## config.mk

```make
export PLATFORM = sky130hd
export DESIGN_NAME = ps2_device_frame_transmitter
export DESIGN_NICKNAME = d
export VERILOG_FILES = /design/src/rtl/ps2dft_pkg.sv /design/src/rtl/ps2dft_ram.sv /design/src/rtl/ps2dft_queue.sv /design/src/rtl/ps2dft_engine.sv /design/src/rtl/ps2_device_frame_transmitter.sv
export SDC_FILE = /design/constraint.sdc
export NUM_CORES = 1
export LEC_CHECK = 0
export ABC_AREA = 0
export ABC_CLOCK_PERIOD_IN_PS = 19650
export BUFFER_PORTS_ARGS = -buffer_cell sky130_fd_sc_hd__buf_2
export CORE_ASPECT_RATIO = 1.2
export CORE_MARGIN = 4
export CORE_UTILIZATION = 68
export CTS_CLUSTER_DIAMETER = 200
export CTS_CLUSTER_SIZE = 14
export DETAILED_ROUTE_END_ITERATION = 10
export PLACE_DENSITY_LB_ADDON = 0.25
export SYNTH_ARGS = -nofsm -noshare
export SYNTH_HDL_FRONTEND = slang
export SYNTH_SLANG_ARGS = --single-unit
```

## constraint.sdc

```tcl
create_clock -name clock -period 19.65 [get_ports clock]
set_input_delay 0 -clock clock [delete_from_list [all_inputs] [get_ports clock]]
set_output_delay 0 -clock clock [all_outputs]
set_load 0.05 [all_outputs]
```

## src/rtl/ps2dft_pkg.sv

```systemverilog
// ----------------------------------------------------------------------------
// PS/2 device frame transmitter package
// Shared constants, field positions and interface structs.
// ----------------------------------------------------------------------------
package ps2dft_pkg;

   localparam int QUEUE_DEPTH_DEFAULT = 16;

   localparam int REQ_TDATA_W = 24;
   localparam int RSP_TDATA_W = 16;

   // Request item field positions.
   localparam int REQ_CLK_BIT   = 0;
   localparam int REQ_DAT_BIT   = 1;
   localparam int REQ_PUSH_BIT  = 2;
   localparam int REQ_CODE_LSB  = 3;
   localparam int REQ_WAIT_LSB  = 11;

   // Response item field positions.
   localparam int RSP_CLK_BIT    = 0;
   localparam int RSP_DAT_BIT    = 1;
   localparam int RSP_SEND_BIT   = 2;
   localparam int RSP_PDROP_BIT  = 3;
   localparam int RSP_FDROP_BIT  = 4;
   localparam int RSP_COUNT_LSB  = 5;
   localparam int RSP_COUNT_W    = 5;

   typedef enum logic [1:0] {
      CSR_HALF_BIT   = 2'd0,
      CSR_CLOCK_LOW  = 2'd1,
      CSR_IDLE_HOLD  = 2'd2,
      CSR_WAIT_STEP  = 2'd3
   } csr_index_type;

   localparam logic [9:0]  HALF_BIT_RESET   = 10'd20;
   localparam logic [9:0]  CLOCK_LOW_RESET  = 10'd40;
   localparam logic [9:0]  IDLE_HOLD_RESET  = 10'd50;
   localparam logic [15:0] WAIT_STEP_RESET  = 16'd10000;

   localparam logic [7:0] CODE_EXTENDED = 8'hE0;
   localparam logic [7:0] CODE_BREAK    = 8'hF0;
   localparam logic [3:0] FRAME_BITS    = 4'd11;

   typedef struct packed {
      logic [9:0]  half_bit_ticks;
      logic [9:0]  clock_low_ticks;
      logic [9:0]  idle_hold_ticks;
      logic [15:0] ticks_per_wait_step;
   } cfg_type;

   typedef struct packed {
      logic       has_entry;
      logic [7:0] code;
      logic [7:0] steps;
   } head_type;

   typedef struct packed {
      logic clk_drive_low;
      logic dat_drive_low;
      logic sending;
      logic frame_dropped;
   } eng_out_type;

endpackage

```

## src/rtl/ps2dft_ram.sv

```systemverilog
// ----------------------------------------------------------------------------
// Generic single-port-write RAM
// One write port and one read port with registered read data.
// ----------------------------------------------------------------------------
module ps2dft_ram #(
   parameter int WIDTH = 16,
   parameter int DEPTH = 16
) (
   input  logic                     clock,
   input  logic                     wr_en,
   input  logic [$clog2(DEPTH)-1:0] wr_addr,
   input  logic [WIDTH-1:0]         wr_data,
   input  logic [$clog2(DEPTH)-1:0] rd_addr,
   output logic [WIDTH-1:0]         rd_data
);

   logic [WIDTH-1:0] mem_ff [DEPTH];
   logic [WIDTH-1:0] rd_data_ff;

   always_ff @(posedge clock) begin
      if (wr_en) begin
         mem_ff[wr_addr] <= wr_data;
      end
      rd_data_ff <= mem_ff[rd_addr];
   end

   assign rd_data = rd_data_ff;

endmodule

```

## src/rtl/ps2dft_queue.sv

```systemverilog
// ----------------------------------------------------------------------------
// PS/2 transmitter scancode queue
// FIFO of scancodes with hold steps; shows the head after this tick's push.
// ----------------------------------------------------------------------------
module ps2dft_queue
   import ps2dft_pkg::*;
#(
   parameter int QUEUE_DEPTH = QUEUE_DEPTH_DEFAULT
) (
   input  logic        clock,
   input  logic        reset,
   input  logic        step,
   input  logic        push_valid,
   input  logic [7:0]  push_code,
   input  logic [11:0] push_wait_ms,
   input  logic        pop,
   output head_type    head,
   output logic        push_dropped,
   output logic [RSP_COUNT_W-1:0] queue_count
);

   localparam int PTR_W = $clog2(QUEUE_DEPTH);
   localparam int CNT_W = $clog2(QUEUE_DEPTH + 1);
   localparam logic [PTR_W-1:0] PTR_LAST = PTR_W'(QUEUE_DEPTH - 1);
   localparam logic [CNT_W-1:0] CNT_FULL = CNT_W'(QUEUE_DEPTH);
   // 6554 / 65536 approximates 1/10 closely enough for 13-bit operands.
   localparam logic [12:0] RECIP_TEN = 13'd6554;

   logic [PTR_W-1:0] rd_ptr_ff, rd_ptr_in;
   logic [PTR_W-1:0] wr_ptr_ff, wr_ptr_in;
   logic [CNT_W-1:0] cnt_ff, cnt_in, cnt_mid;
   logic             fwd_valid_ff, fwd_valid_in;
   logic [15:0]      fwd_data_ff;
   logic [15:0]      ram_q;
   logic [15:0]      wr_data;
   logic             push_ok;
   logic             wr_en;
   logic             pop_ok;
   logic [12:0]      ms_round;
   logic [25:0]      quot_prod;
   logic [9:0]       quot;
   logic [7:0]       steps;
   logic [15:0]      head_word;

   // Hold steps are the wait rounded up to whole 10 ms steps, capped at 255.
   assign ms_round  = {1'b0, push_wait_ms} + 13'd9;
   assign quot_prod = ms_round * RECIP_TEN;
   assign quot      = quot_prod[25:16];
   assign steps     = (quot > 10'd255) ? 8'd255 : quot[7:0];

   assign push_ok      = push_valid && (cnt_ff != CNT_FULL);
   assign push_dropped = push_valid && (cnt_ff == CNT_FULL);
   assign cnt_mid      = cnt_ff + CNT_W'(push_ok);
   assign wr_data      = {steps, push_code};
   assign wr_en        = step && push_ok;
   assign pop_ok       = step && pop;

   always_comb begin
      rd_ptr_in = rd_ptr_ff;
      wr_ptr_in = wr_ptr_ff;
      cnt_in    = cnt_ff;
      if (wr_en) begin
         wr_ptr_in = (wr_ptr_ff == PTR_LAST) ? '0 : wr_ptr_ff + 1'b1;
      end
      if (pop_ok) begin
         rd_ptr_in = (rd_ptr_ff == PTR_LAST) ? '0 : rd_ptr_ff + 1'b1;
      end
      if (step) begin
         cnt_in = cnt_mid - CNT_W'(pop);
      end
   end

   // The RAM returns old data when it is read and written at one address in
   // the same cycle, so that write data is forwarded from a register instead.
   assign fwd_valid_in = wr_en && (wr_ptr_ff == rd_ptr_in);

   always_comb begin
      if (cnt_ff == '0) begin
         head_word = wr_data;
      end else if (fwd_valid_ff) begin
         head_word = fwd_data_ff;
      end else begin
         head_word = ram_q;
      end
   end

   assign head.has_entry = (cnt_mid != '0);
   assign head.code      = head_word[7:0];
   assign head.steps     = head_word[15:8];
   assign queue_count    = RSP_COUNT_W'(cnt_in);

   ps2dft_ram #(
      .WIDTH (16),
      .DEPTH (QUEUE_DEPTH)
   ) u_ram (
      .clock   (clock),
      .wr_en   (wr_en),
      .wr_addr (wr_ptr_ff),
      .wr_data (wr_data),
      .rd_addr (rd_ptr_in),
      .rd_data (ram_q)
   );

   always_ff @(posedge clock) begin
      if (reset) begin
         rd_ptr_ff    <= '0;
         wr_ptr_ff    <= '0;
         cnt_ff       <= '0;
         fwd_valid_ff <= 1'b0;
      end else begin
         rd_ptr_ff    <= rd_ptr_in;
         wr_ptr_ff    <= wr_ptr_in;
         cnt_ff       <= cnt_in;
         fwd_valid_ff <= fwd_valid_in;
      end
   end

   always_ff @(posedge clock) begin
      fwd_data_ff <= wr_data;
   end

endmodule

```

## src/rtl/ps2dft_engine.sv

```systemverilog
// ----------------------------------------------------------------------------
// PS/2 transmitter frame engine
// Sequences idle detect, frame bits, scancode chaining and hold time.
// ----------------------------------------------------------------------------
module ps2dft_engine
   import ps2dft_pkg::*;
(
   input  logic        clock,
   input  logic        reset,
   input  logic        step,
   input  logic        clk_line,
   input  logic        dat_line,
   input  cfg_type     cfg,
   input  head_type    head,
   output logic        pop,
   output eng_out_type eng_out
);

   typedef enum logic [5:0] {
      PH_IDLE  = 6'b000001,
      PH_SETUP = 6'b000010,
      PH_LOW   = 6'b000100,
      PH_HIGH  = 6'b001000,
      PH_HOLD  = 6'b010000,
      PH_AFTER = 6'b100000
   } phase_type;

   phase_type   phase_ff, phase_in;
   logic [3:0]  bit_ff, bit_in;
   logic [7:0]  shift_ff, shift_in;
   logic        parity_ff, parity_in;
   logic [15:0] timer_ff, timer_in;
   logic [7:0]  wait_ff, wait_in;
   logic [15:0] timer_inc;
   logic [7:0]  wait_dec;
   logic [3:0]  bit_sel;
   logic        finish;
   logic        start;
   logic        frame_dropped;
   logic        cur_bit;
   logic        in_frame;

   assign timer_inc = timer_ff + 16'd1;
   assign wait_dec  = (wait_ff != 8'd0) ? wait_ff - 8'd1 : wait_ff;

   always_comb begin
      phase_in      = phase_ff;
      bit_in        = bit_ff;
      shift_in      = shift_ff;
      parity_in     = parity_ff;
      timer_in      = timer_ff;
      wait_in       = wait_ff;
      finish        = 1'b0;
      start         = 1'b0;
      frame_dropped = 1'b0;

      case (phase_ff)
         PH_IDLE: begin
            if (!head.has_entry || !clk_line) begin
               timer_in = '0;
            end else if (!((timer_ff == '0) && !dat_line)) begin
               // Counting only begins on a tick with both lines high.
               timer_in = timer_inc;
               if (timer_inc >= {6'd0, cfg.idle_hold_ticks}) begin
                  start = 1'b1;
               end
            end
         end
         PH_SETUP: begin
            if (timer_ff >= {6'd0, cfg.half_bit_ticks}) begin
               phase_in = PH_LOW;
               timer_in = 16'd1;
            end else begin
               timer_in = timer_inc;
            end
         end
         PH_LOW: begin
            if (timer_ff >= {6'd0, cfg.clock_low_ticks}) begin
               phase_in = PH_HIGH;
               timer_in = 16'd1;
            end else begin
               timer_in = timer_inc;
            end
         end
         PH_HIGH: begin
            if (timer_ff >= {6'd0, cfg.half_bit_ticks}) begin
               bit_in = bit_ff + 4'd1;
               if (bit_in >= FRAME_BITS) begin
                  finish = 1'b1;
               end else begin
                  phase_in = PH_SETUP;
                  timer_in = 16'd1;
               end
            end else begin
               timer_in = timer_inc;
            end
         end
         PH_HOLD: begin
            if (timer_inc >= cfg.ticks_per_wait_step) begin
               timer_in = '0;
               wait_in  = wait_dec;
               if (wait_dec == 8'd0) begin
                  phase_in = PH_IDLE;
               end
            end else begin
               timer_in = timer_inc;
            end
         end
         PH_AFTER: begin
            finish = 1'b1;
         end
         default: begin
            phase_in = PH_IDLE;
            timer_in = '0;
         end
      endcase

      // End of a byte: prefix codes chain straight into the next queued byte,
      // or return to idle if none is queued; anything else waits out its hold steps.
      if (finish) begin
         if ((shift_ff == CODE_EXTENDED) || (shift_ff == CODE_BREAK)) begin
            if (head.has_entry) begin
               start = 1'b1;
            end else begin
               phase_in = PH_IDLE;
               timer_in = '0;
            end
         end else begin
            phase_in = (wait_ff == 8'd0) ? PH_IDLE : PH_HOLD;
            timer_in = '0;
         end
      end

      if (start) begin
         shift_in  = head.code;
         wait_in   = head.steps;
         parity_in = ~^head.code;
         if (clk_line && dat_line) begin
            phase_in = PH_SETUP;
            bit_in   = '0;
            timer_in = 16'd1;
         end else begin
            phase_in      = PH_AFTER;
            timer_in      = '0;
            frame_dropped = 1'b1;
         end
      end
   end

   assign pop = start;

   // Bit on the wire: start, eight data bits LSB first, parity, stop.
   assign bit_sel = bit_in - 4'd1;
   always_comb begin
      if (bit_in == 4'd0) begin
         cur_bit = 1'b0;
      end else if (bit_in <= 4'd8) begin
         cur_bit = shift_in[bit_sel[2:0]];
      end else if (bit_in == 4'd9) begin
         cur_bit = parity_in;
      end else begin
         cur_bit = 1'b1;
      end
   end

   assign in_frame = (phase_in == PH_SETUP) || (phase_in == PH_LOW) || (phase_in == PH_HIGH);

   assign eng_out.clk_drive_low = (phase_in == PH_LOW);
   assign eng_out.dat_drive_low = in_frame && !cur_bit;
   assign eng_out.sending       = (phase_in != PH_IDLE);
   assign eng_out.frame_dropped = frame_dropped;

   always_ff @(posedge clock) begin
      if (reset) begin
         phase_ff  <= PH_IDLE;
         bit_ff    <= '0;
         shift_ff  <= '0;
         parity_ff <= 1'b1;
         timer_ff  <= '0;
         wait_ff   <= '0;
      end else if (step) begin
         phase_ff  <= phase_in;
         bit_ff    <= bit_in;
         shift_ff  <= shift_in;
         parity_ff <= parity_in;
         timer_ff  <= timer_in;
         wait_ff   <= wait_in;
      end
   end

endmodule

```

## src/rtl/ps2_device_frame_transmitter.sv

```systemverilog
// A request item waits in the input register until its result moves into the output register.
// Throughput: one item per cycle unless stalled; queue, engine and output run each tick.
// A stalled result is held while the input register still takes one more item.
// Reset is synchronous: queue empty, engine idle, timing registers back to their defaults.
// The scancode memory is not cleared; entries are only read after being written.
// ----------------------------------------------------------------------------
// PS/2 device frame transmitter
// Queues scancodes and sends them to the host as PS/2 device frames.
// ----------------------------------------------------------------------------
module ps2_device_frame_transmitter
   import ps2dft_pkg::*;
#(
   parameter int QUEUE_DEPTH = QUEUE_DEPTH_DEFAULT
) (
   input  logic                   clock,
   input  logic                   reset,
   input  logic                   req_tvalid,
   output logic                   req_tready,
   // clk_line, dat_line, push_valid, push_code[7:0], push_wait_ms[11:0], zero pad
   input  logic [REQ_TDATA_W-1:0] req_tdata,
   output logic                   rsp_tvalid,
   input  logic                   rsp_tready,
   // clk_drive_low, dat_drive_low, sending, push_dropped, frame_dropped,
   // queue_count[4:0], zero pad
   output logic [RSP_TDATA_W-1:0] rsp_tdata,
   input  logic                   csr_valid,
   output logic                   csr_ready,
   input  logic [1:0]             csr_index,
   input  logic [15:0]            csr_data
);

   logic                   in_valid_ff, in_valid_in;
   logic [REQ_TDATA_W-1:0] in_data_ff;
   logic                   out_valid_ff, out_valid_in;
   logic [RSP_TDATA_W-1:0] out_data_ff, out_data_in;
   cfg_type                cfg_ff;
   logic                   step;
   head_type               head;
   logic                   pop;
   eng_out_type            eng_out;
   logic                   push_dropped;
   logic [RSP_COUNT_W-1:0] queue_count;

   // An item moves into the output register whenever that register is free
   // or being emptied in the same cycle.
   assign step        = in_valid_ff && (!out_valid_ff || rsp_tready);
   assign req_tready  = !in_valid_ff || step;
   assign in_valid_in = req_tready ? req_tvalid : in_valid_ff;

   always_ff @(posedge clock) begin
      if (req_tvalid && req_tready) begin
         in_data_ff <= req_tdata;
      end
   end

   ps2dft_queue #(
      .QUEUE_DEPTH (QUEUE_DEPTH)
   ) u_queue (
      .clock        (clock),
      .reset        (reset),
      .step         (step),
      .push_valid   (in_data_ff[REQ_PUSH_BIT]),
      .push_code    (in_data_ff[REQ_CODE_LSB +: 8]),
      .push_wait_ms (in_data_ff[REQ_WAIT_LSB +: 12]),
      .pop          (pop),
      .head         (head),
      .push_dropped (push_dropped),
      .queue_count  (queue_count)
   );

   ps2dft_engine u_engine (
      .clock    (clock),
      .reset    (reset),
      .step     (step),
      .clk_line (in_data_ff[REQ_CLK_BIT]),
      .dat_line (in_data_ff[REQ_DAT_BIT]),
      .cfg      (cfg_ff),
      .head     (head),
      .pop      (pop),
      .eng_out  (eng_out)
   );

   always_comb begin
      out_data_in = '0;
      out_data_in[RSP_CLK_BIT]                   = eng_out.clk_drive_low;
      out_data_in[RSP_DAT_BIT]                   = eng_out.dat_drive_low;
      out_data_in[RSP_SEND_BIT]                  = eng_out.sending;
      out_data_in[RSP_PDROP_BIT]                 = push_dropped;
      out_data_in[RSP_FDROP_BIT]                 = eng_out.frame_dropped;
      out_data_in[RSP_COUNT_LSB +: RSP_COUNT_W]  = queue_count;
   end

   assign out_valid_in = step || (out_valid_ff && !rsp_tready);

   always_ff @(posedge clock) begin
      if (step) begin
         out_data_ff <= out_data_in;
      end
   end

   assign rsp_tvalid = out_valid_ff;
   assign rsp_tdata  = out_data_ff;

   assign csr_ready = 1'b1;

   always_ff @(posedge clock) begin
      if (reset) begin
         in_valid_ff                <= 1'b0;
         out_valid_ff               <= 1'b0;
         cfg_ff.half_bit_ticks      <= HALF_BIT_RESET;
         cfg_ff.clock_low_ticks     <= CLOCK_LOW_RESET;
         cfg_ff.idle_hold_ticks     <= IDLE_HOLD_RESET;
         cfg_ff.ticks_per_wait_step <= WAIT_STEP_RESET;
      end else begin
         in_valid_ff  <= in_valid_in;
         out_valid_ff <= out_valid_in;
         if (csr_valid && csr_ready) begin
            case (csr_index_type'(csr_index))
               CSR_HALF_BIT:  cfg_ff.half_bit_ticks      <= csr_data[9:0];
               CSR_CLOCK_LOW: cfg_ff.clock_low_ticks     <= csr_data[9:0];
               CSR_IDLE_HOLD: cfg_ff.idle_hold_ticks     <= csr_data[9:0];
               CSR_WAIT_STEP: cfg_ff.ticks_per_wait_step <= csr_data;
               default: begin
               end
            endcase
         end
      end
   end

endmodule

```

==> impl_metrics.json, run 1 <==
{
  "path_delay_family": "adder cells",
  "dp_cells": 2403,
  "fmax_ghz": 0.134,
  "place_congestion": 0.914,
  "grt_usage_pct": 30.6,
  "die_h_um": 207,
  "crit_fanout": 17,
  "start_util_pct": 69.4,
  "cap_violations": 0,
  "vias_per_cell": 6.52,
  "final_cell_area_um2": 24800,
  "final_nets": 2332,
  "path_cells": "and3_1, o2111a_1, nand3_1, xnor2_1, ha_1, fa_1, fa_1, fa_1, inv_1, fa_1, inv_1, ha_1, inv_1, nor4_1, a221oi_1, o21a_1, o21ai_0, a211oi_1, o21bai_1, a21oi_1, xor2_1, nand2_1",
  "yosys_warnings": 0,
  "synth_edf_count": 289,
  "hold_viol_final": 0,
  "synth_flop_cell": "edfxtp_1",
  "clk_pin_slew_ns": 0.08,
  "drive_gt1_share_pct": 12.1,
  "grt_start_max_net_pins": 66,
  "antenna_found_initial": 0,
  "synth-async-reset-ratio_pct": 0,
  "status": "finished clean",
  "wl_per_cell_um": 22.3,
  "worst-path-buf-inv": 3,
  "period_share_pct": 37.9,
  "cts_setup_buffers": 0,
  "max_slew.worst_pin.slew_ns": 1.24,
  "syn_inst": 1997,
  "r2r-start": "in_data_ff[11]",
  "dr.pass1.iters": 7,
  "vias": 16455,
  "cts_tree": "yes",
  "critPathSlowestCell": "fa_1",
  "cts.sinks": 426,
  "worst-setup-path-type": "reg -> reg",
  "crit_path_end_kind": "register",
  "wl_met3_mm": 4.07,
  "yosys-mux-area-fraction_pct": 5.76,
  "crit_required_ns": 19.77,
  "wl_met2_mm": 28.6,
  "finalWirelength_mm": 56.2,
  "n_antenna_cell": 0,
  "synth_simple_gate_area_share_pct": 9.93,
  "num_io_pins": 66,
  "arrival_ns": 7.57,
  "grt_pass1_wl_mm": 88.4,
  "synthXorXnorAreaFrac_pct": 2.68,
  "slew_headroom_pct": 16.2,
  "cp-startpoint": "in_data_ff[11]",
  "final_cell_count_no_fill": 2525,
  "synth_fa_ha_area_share_pct": 12.1,
  "met1_length_mm": 21.2,
  "cpMostUsedCell": "fa_1",
  "final_common_cell": "edfxtp_1",
  "min_period_ns": 7.44,
  "drv_slew": 0,
  "max_stage_delay_ns": 0.55,
  "ant_nets": 0,
  "highest_layer": "met4",
  "area_delta_synth_final_pct": 10.3,
  "synth_top_family_by_area": "compound AO/OA/AOI/OAI gates",
  "coreArea_um2": 32400,
  "die_area_um2": 36100,
  "portBuffers": 57,
  "rows": 72,
  "setup_viol_count_final": 0,
  "fin_util_pct": 76.5,
  "overflow": 0,
  "drc_errors": 0,
  "cts_buffers": 36,
  "clock_latency_ns": 0.56,
  "yosysSeqAreaShare_pct": 50.8,
  "final_cell_mix": "289 x edfxtp_1, 153 x ha_1, 147 x inv_1",
  "ir_drop_mv": 0.202,
  "dpl-instance-area_um2": 23200,
  "fin_skew_ns": 0.0265,
  "start_kind": "register",
  "rsz0062_at_grt": "no",
  "htree_levels": 2,
  "synth-seq-cells": 426,
  "cts_root_buf": "clkbuf_16",
  "grt_pass1_vias": 16661,
  "power_density_nw_per_um2": 113,
  "drt-initial-drc-count": 1747,
  "die_w_um": 174,
  "p_leak_uw": 0.00947,
  "tns_ns": 0,
  "min_from": "req_tdata[11]",
  "postSynthAreaPerCell_um2": 11.3,
  "hpwl_mm": 35.9,
  "synth_compound_area_share_pct": 14.2,
  "hp-class": "in -> reg",
  "clk_path_buf_depth": 3,
  "total_power_uw": 2800,
  "yosysUniqueCellTypes": 85,
  "synth_area_um2": 22500
}
## power breakdown
| group | internal, uW | total (uW) | switching, uW |
|---|---|---|---|
| combinational | 288 | 886 | 598 |
| sequential | 1230 | 1250 | 21.5 |
| clock | 349 | 667 | 318 |
## per-layer routing
| layer | GRT usage (%) | vias to the layer above |
|---|---|---|
| met5 | 0 | - |
| met1 | 37.9 | 7993 |
| li1 | - | 7538 |
| met2 | 53.9 | 779 |
| met3 | 4.57 | 145 |
| met4 | 12.5 | 0 |
## stage by stage
step / worst slack, ns / hold WS (ns)
2_1_floorplan: 13.24 / 0.0989
3_3_place_gp: 12.49 / 0.176
3_5_place_dp: 12.26 / 0.178
4_1_cts: 12.26 / 0.145
5_1_grt: 11.86 / 0.153
6_report: 12.21 / 0.167
## what timing repair did
action	CTS	global route
gates resized for setup	0	0
hold buffers	58	0
endpoints found under the hold margin	103	0
## state kept, by name, summed over array words and instances, names as in the netlist, 4 cells and up
register	cells
cfg_ff	46
in_data_ff	23
rsp_tdata	10
u_engine.bit_ff	4
u_engine.phase_ff	6
u_engine.shift_ff	8
u_engine.timer_ff	16
u_engine.wait_ff	8
u_queue.cnt_ff	5
u_queue.fwd_data_ff	16
u_queue.rd_ptr_ff	4
u_queue.u_ram.mem_ff	256
u_queue.u_ram.rd_data	16
u_queue.wr_ptr_ff	4
## cells in the mapped netlist, types with 10 or more instances
| cell | count | share of area, % |
|---|---|---|
| inv_1 | 147 | 2.5 |
| nor2b_1 | 15 | 0.42 |
| mux2_2 | 86 | 4.3 |
| a22oi_1 | 42 | 1.4 |
| nand4_1 | 17 | 0.47 |
| a211o_1 | 12 | 0.47 |
| nand2b_1 | 15 | 0.42 |
| nand3b_1 | 11 | 0.37 |
| buf_2 | 25 | 0.56 |
| a21o_1 | 21 | 0.70 |
| xnor2_1 | 38 | 1.5 |
| a2111oi_0 | 33 | 1.3 |
| nor2_1 | 125 | 2.1 |
| fa_1 | 40 | 3.6 |
| nand2_1 | 134 | 2.2 |
| a21oi_1 | 121 | 2.7 |
| nor4_1 | 11 | 0.31 |
| edfxtp_1 | 289 | 39 |
| and3_1 | 15 | 0.42 |
| o211ai_1 | 54 | 1.8 |
| xor2_1 | 29 | 1.1 |
| buf_4 | 10 | 0.33 |
| o21ai_0 | 93 | 2.1 |
| clkbuf_1 | 61 | 1.0 |
| nor3_1 | 33 | 0.73 |
| ha_1 | 153 | 8.5 |
| a211oi_1 | 16 | 0.53 |
| dfxtp_1 | 137 | 12 |
| nand3_1 | 49 | 1.1 |
| a31oi_1 | 15 | 0.42 |
| mux2i_1 | 29 | 1.3 |
## cell families after synthesis
| family | after synthesis |
|---|---|
| AO/OA/AOI/OAI | 476 |
| XOR/XNOR | 68 |
| adder cells (fa/ha/maj) | 193 |
| buffers and inverters | 250 |
| flip-flops | 426 |
| multiplexers | 117 |
| other | 2 |
| AND/OR/NAND/NOR | 465 |
## worst paths after layout
path / depth (start not counted) / to / slack [ns]
setup / recovery: 22 / u_queue.u_ram.mem_ff[1][15] / 12.21
hold / removal: 2 / in_data_ff[11] / 0.17
setup reg to reg: 22 / u_queue.u_ram.mem_ff[1][15] / 12.21
hold reg to reg: 2 / cfg_ff[1] / 0.46
## cell type report
cell class / instances / area [um^2]
tap: 407 / 509
timing repair buffer: 153 / 1150
multi-input combinational: 1326 / 10100
fill: 2035 / 7610
sequential: 426 / 11400
clock buffer: 60 / 991
clock inverter: 4 / 53.8
inverter: 149 / 559
No activity file was read; power rests on OpenSTA's default activity.
==> run 2, diff against run 1 <==
Settings changed: ABC_CLOCK_PERIOD_IN_PS 19650 to 7100, CORE_UTILIZATION 68 to 63.
Clock period 19.65 ns to 7.1 ns, I/O delays scaled along.
==> run 2 against run 1 <==
Net effect:
- register-to-register slack got worse by 12 ns
- combinational power grew to 3.0 times the previous value
- first-iteration DRC count down 8.7%
- clock power grew to 2.8 times the previous value
- fmax is 11% higher
- utilization decreased by 5.3 points
- hold slack got worse by 0.14 ns
- critical path depth increased by 3
- sequential share of layout area down 0.35 points
- flip-flop and latch count unchanged
- via count shrank 0.19%
- critical endpoint is now u_engine.wait_ff[5]
- highest routed layer unchanged
==> impl_metrics.json, run 2 (synthesis gave the netlist of run 1 again) <==
{
  "min_from": "csr_valid",
  "area_delta_synth_final_pct": 11.2,
  "ir_drop_mv": 0.364,
  "clk_path_buf_depth": 3,
  "final_nets": 2345,
  "die_h_um": 215,
  "num_io_pins": 66,
  "fmax_ghz": 0.149,
  "path_delay_family": "adder cells",
  "wl_per_cell_um": 21.9,
  "hp-class": "in -> reg",
  "slew_headroom_pct": 21.1,
  "clock_latency_ns": 0.56,
  "grt_pass1_vias": 16457,
  "regMostFlops": "u_queue.u_ram.mem_ff",
  "vias_per_cell": 6.33,
  "p_switching_uw": 2690,
  "crit_required_ns": 7.58,
  "htree_levels": 2,
  "crit_fanout": 10,
  "internal_power_uw": 5250,
  "max_slew.worst_pin.slew_ns": 1.18,
  "seq_power_share_pct": 43.3,
  "hold_viol_final": 0,
  "pwr-share-comb_pct": 33.0,
  "hpwl_mm": 37.2,
  "status": "finished clean",
  "start_util_pct": 64.1,
  "portBuffers": 57,
  "drc_errors": 0,
  "n_antenna_cell": 0,
  "ant_nets": 0,
  "grt_start_max_net_pins": 62,
  "power_frac_clock_pct": 23.7,
  "rows": 75,
  "cts_root_buf": "clkbuf_16",
  "setup_ws_ns": 0.407,
  "dr.pass1.iters": 5,
  "min_period_ns": 6.69,
  "crit_path_end_kind": "register",
  "place_congestion": 0.913,
  "r2r-start": "in_data_ff[11]",
  "p_sw_share_pct": 33.9,
  "overflow": 0,
  "start_kind": "register",
  "p_leak_uw": 0.00957,
  "cts.sinks": 426,
  "cts_tree": "yes",
  "total_power_uw": 7940,
  "vias": 16424,
  "max_stage_delay_ns": 0.54,
  "critPathSlowestCell": "fa_1",
  "grt_pass1_wl_mm": 90.2,
  "die_area_um2": 38800,
  "setup_viol_count_final": 0,
  "drt-initial-drc-count": 1595,
  "cts_buffers": 36,
  "final_cell_mix": "289 x edfxtp_1, 153 x ha_1, 147 x inv_1",
  "cpMostUsedCell": "inv_1",
  "preCtsSetupSlack_ns": 0.124,
  "power_density_nw_per_um2": 317,
  "clk_pin_slew_ns": 0.08,
  "cap_violations": 0,
  "coreArea_um2": 35100,
  "grt_usage_pct": 29.0,
  "drive_gt1_share_pct": 13.2,
  "cp-startpoint": "in_data_ff[11]",
  "reg_top3": "u_queue.u_ram.mem_ff x256, cfg_ff x46, in_data_ff x23",
  "worst-setup-path-type": "reg -> reg",
  "finalWirelength_mm": 56.8,
  "drv_slew": 0,
  "largest_reg_flops": 256,
  "fin_skew_ns": 0.0357,
  "arrival_ns": 7.17,
  "die_w_um": 181,
  "worst-path-buf-inv": 6,
  "nFillCells": 2507,
  "final_common_cell": "edfxtp_1",
  "antenna_found_initial": 0,
  "period_share_pct": 94.3
}
run 2: cell types whose count changed in the layout (fill, tap and decap cells not counted), sizes merged:
cell,change
buf,+22
clkbuf,+2
clkinv,-1
dlygate4sd3,-9
run 2: timing repair:
action	in CTS	in global routing
buffers inserted	0	3
setup endpoints to repair	0	104
gates resized for setup	0	6
endpoints found under the hold margin	78	0
hold buffers	49	0
run 2: metrics by stage:
stage | instances | setup TNS, ns | hold WS, ns | utilization (%) | cell area [um^2]
after CTS | 2591 | 0 | 0.00115 | 71.1 | 25000
after detailed placement | 2477 | 0 | 0.178 | 66.7 | 23400
final | 2594 | 0 | 0.0241 | 71.3 | 25000
after global routing | 2594 | -0.0571 | 0.0569 | 71.3 | 25000
after global placement | 2477 | 0 | 0.176 | 66.7 | 23400
after floorplan | 2002 | 0 | 0.0989 | - | 22500
run 2: path summary, 6_finish.rpt:
check / slack, ns / endpoint / depth (start not counted)
worst max-delay path: 0.41 / u_engine.wait_ff[5] / 25
worst max register to register: 0.41 / u_engine.wait_ff[5] / 25
worst min register to register: 0.46 / cfg_ff[19] / 2
worst min-delay path: 0.02 / cfg_ff[19] / 5
run 2: power groups by stage:
stage / Sequential, uW / Clock (uW) / Combinational, uW
after global routing: 3450 / 2020 / 2940
after floorplan: 3470 / 0 / 1690
after detailed placement: 3490 / 0 / 2550
final: 3440 / 1890 / 2620
after CTS: 3440 / 1910 / 2590
after global placement: 3480 / 0 / 2420
run 2: metal layers:
layer / global-route usage, % / vias up / part of all wire [%]
li1: - / 7560 / -
met1: 37.0 / 7939 / 38
met2: 49.8 / 754 / 49
met3: 4.40 / 171 / 7.7
met4: 12.0 / 0 / 4.7
met5: 0 / - / 0
run 2: final cells by class:
cell class | instances | area [um^2] | share of cell area, %
clock buffer | 62 | 1020 | 4.08
multi-input combinational | 1326 | 10200 | 40.6
tap | 462 | 578 | 2.31
timing repair buffer | 166 | 1230 | 4.91
sequential | 426 | 11400 | 45.7
clock inverter | 3 | 48.8 | 0.195
inverter | 149 | 559 | 2.24
run 2: tightest hold or removal path, cell delays in order:
cell	delay [ns]
buf_2	0.12
nand2_1	0.07
nor2_1	0.17
nand2_1	0.12
a21oi_1	0.05
==> run 3, diff against run 2 <==
Settings changed: ABC_CLOCK_PERIOD_IN_PS 7100 to 6900.
Clock period 7.1 ns to 6.9 ns, I/O delays scaled along.
==> run 3 against run 2 <==
Net effect:
- flip-flop and latch count unchanged
- cell count up 0.42%
- setup slack worse by 0.11 ns
- first-iteration DRC count down 11%
- critical endpoint is now u_engine.wait_ff[3]
==> impl_metrics.json, run 3 (synthesis gave the netlist of run 1 again) <==
{
  "n_antenna_cell": 0,
  "cts_tree": "yes",
  "die_h_um": 215,
  "min_period_ns": 6.61,
  "cts.sinks": 426,
  "hpwl_mm": 37.9,
  "start_util_pct": 64.1,
  "area_delta_synth_final_pct": 11.7,
  "vias_per_cell": 6.38,
  "final_cell_area_um2": 25100,
  "drc_errors": 0,
  "antenna_found_initial": 0,
  "period_share_pct": 95.7,
  "drive_gt1_share_pct": 13.5,
  "clk_path_buf_depth": 3,
  "final_common_cell": "edfxtp_1",
  "die_area_um2": 38800,
  "dp_cells": 2486,
  "ir_drop_mv": 0.351,
  "slew_headroom_pct": 26.1,
  "crit_fanout": 10,
  "grt_start_max_net_pins": 63,
  "dpl-instance-area_um2": 23500,
  "grt_usage_pct": 29.2,
  "finalWirelength_mm": 57.5,
  "cts_root_buf": "clkbuf_16",
  "regMostFlops": "u_queue.u_ram.mem_ff",
  "ant_nets": 0,
  "portBuffers": 57,
  "fmax_ghz": 0.151,
  "grt_pass1_wl_mm": 90.5,
  "htree_levels": 2,
  "grt_pass1_vias": 16690,
  "fin_util_pct": 71.6,
  "worst-setup-path-type": "reg -> reg",
  "coreArea_um2": 35100,
  "reg_top3": "u_queue.u_ram.mem_ff x256, cfg_ff x46, in_data_ff x23",
  "p_leak_uw": 0.00963,
  "cap_violations": 0,
  "hold_viol_final": 0,
  "max_slew.worst_pin.slew_ns": 1.10,
  "crit_required_ns": 7.38,
  "crit_path_end_kind": "register",
  "setup_viol_count_final": 0,
  "num_io_pins": 66,
  "arrival_ns": 7.08,
  "overflow": 0,
  "final_nets": 2357,
  "rows": 75,
  "tns_ns": 0,
  "final_cell_mix": "289 x edfxtp_1, 153 x ha_1, 147 x inv_1",
  "power_density_nw_per_um2": 324,
  "largest_reg_flops": 256,
  "die_w_um": 181,
  "dr.pass1.iters": 6,
  "clock_latency_ns": 0.56,
  "start_kind": "register",
  "final_cell_count_no_fill": 2605,
  "hp-class": "in -> reg",
  "cts_buffers": 36,
  "rsz0062_at_grt": "no",
  "fin_skew_ns": 0.0197,
  "drv_slew": 0,
  "clk_pin_slew_ns": 0.07,
  "drt-initial-drc-count": 1424,
  "place_congestion": 0.926,
  "vias": 16609,
  "status": "finished clean",
  "wl_per_cell_um": 22.1
}
==> run 3: what timing repair did <==
action,in CTS,in global routing
gates resized for setup,0,8
setup endpoints to repair,0,140
buffers inserted,0,1
endpoints found under the hold margin,75,0
hold buffers,54,0
==> run 3: stage by stage <==
step	power, uW	hold WS (ns)	setup slack, ns
finish	8140	0.0436	0.293
global route	8580	0.0882	0.00101
CTS	8120	0.0173	0.0914
detailed placement	6180	0.178	0.104
global placement	6070	0.177	0.265
floorplan	5310	0.0989	0.493
==> run 3: worst max-delay path, stage by stage, from the launching register on <==
cell and delay (ns):
edfxtp_1 0.46, and3_1 0.27, o2111a_1 0.31, xnor2_1 0.21, inv_1 0.12, ha_1 0.28
inv_1 0.08, fa_1 0.54, inv_1 0.05, fa_1 0.50, fa_1 0.54, inv_1 0.05
fa_1 0.53, inv_1 0.04, ha_1 0.31, nand2_1 0.11, nor3_1 0.06, a221oi_1 0.29
o21a_1 0.26, o21ai_2 0.12, a31oi_1 0.24, mux2_4 0.41, and2_1 0.23, a221o_1 0.38
a21oi_1 0.15
==> run 3: final timing paths <==
check	startpoint	to	slack [ns]	cells after the start
setup / recovery	in_data_ff[11]	u_engine.wait_ff[3]	0.29	24
setup reg to reg	in_data_ff[11]	u_engine.wait_ff[3]	0.29	24
hold / removal	csr_valid	cfg_ff[16]	0.04	5
hold reg to reg	cfg_ff[1]	cfg_ff[1]	0.46	2
==> run 3: cell type report <==
cell class	instances	area, um^2
clock buffer	60	991
sequential	426	11400
inverter	149	559
timing repair buffer	178	1330
multi-input combinational	1326	10200
clock inverter	4	85.1
fill	2484	9970
tap	462	578
==> run 3: report_power, final <==
group / internal [uW] / leakage, uW / total, uW / switching, uW
Clock: 999 / 0.000506 / 1910 / 915
Combinational: 902 / 0.00539 / 2690 / 1790
Sequential: 3480 / 0.00374 / 3530 / 54.7
Total: 5380 / 0.00963 / 8140 / 2760
==> run 3: layer usage <==
metal	global-route usage (%)	vias to the layer above	wire length, um
met4	13.3	0	2910
met3	3.79	154	4160
li1	-	7588	-
met5	0	-	0
met1	36.2	8115	21700
met2	51.1	752	28700
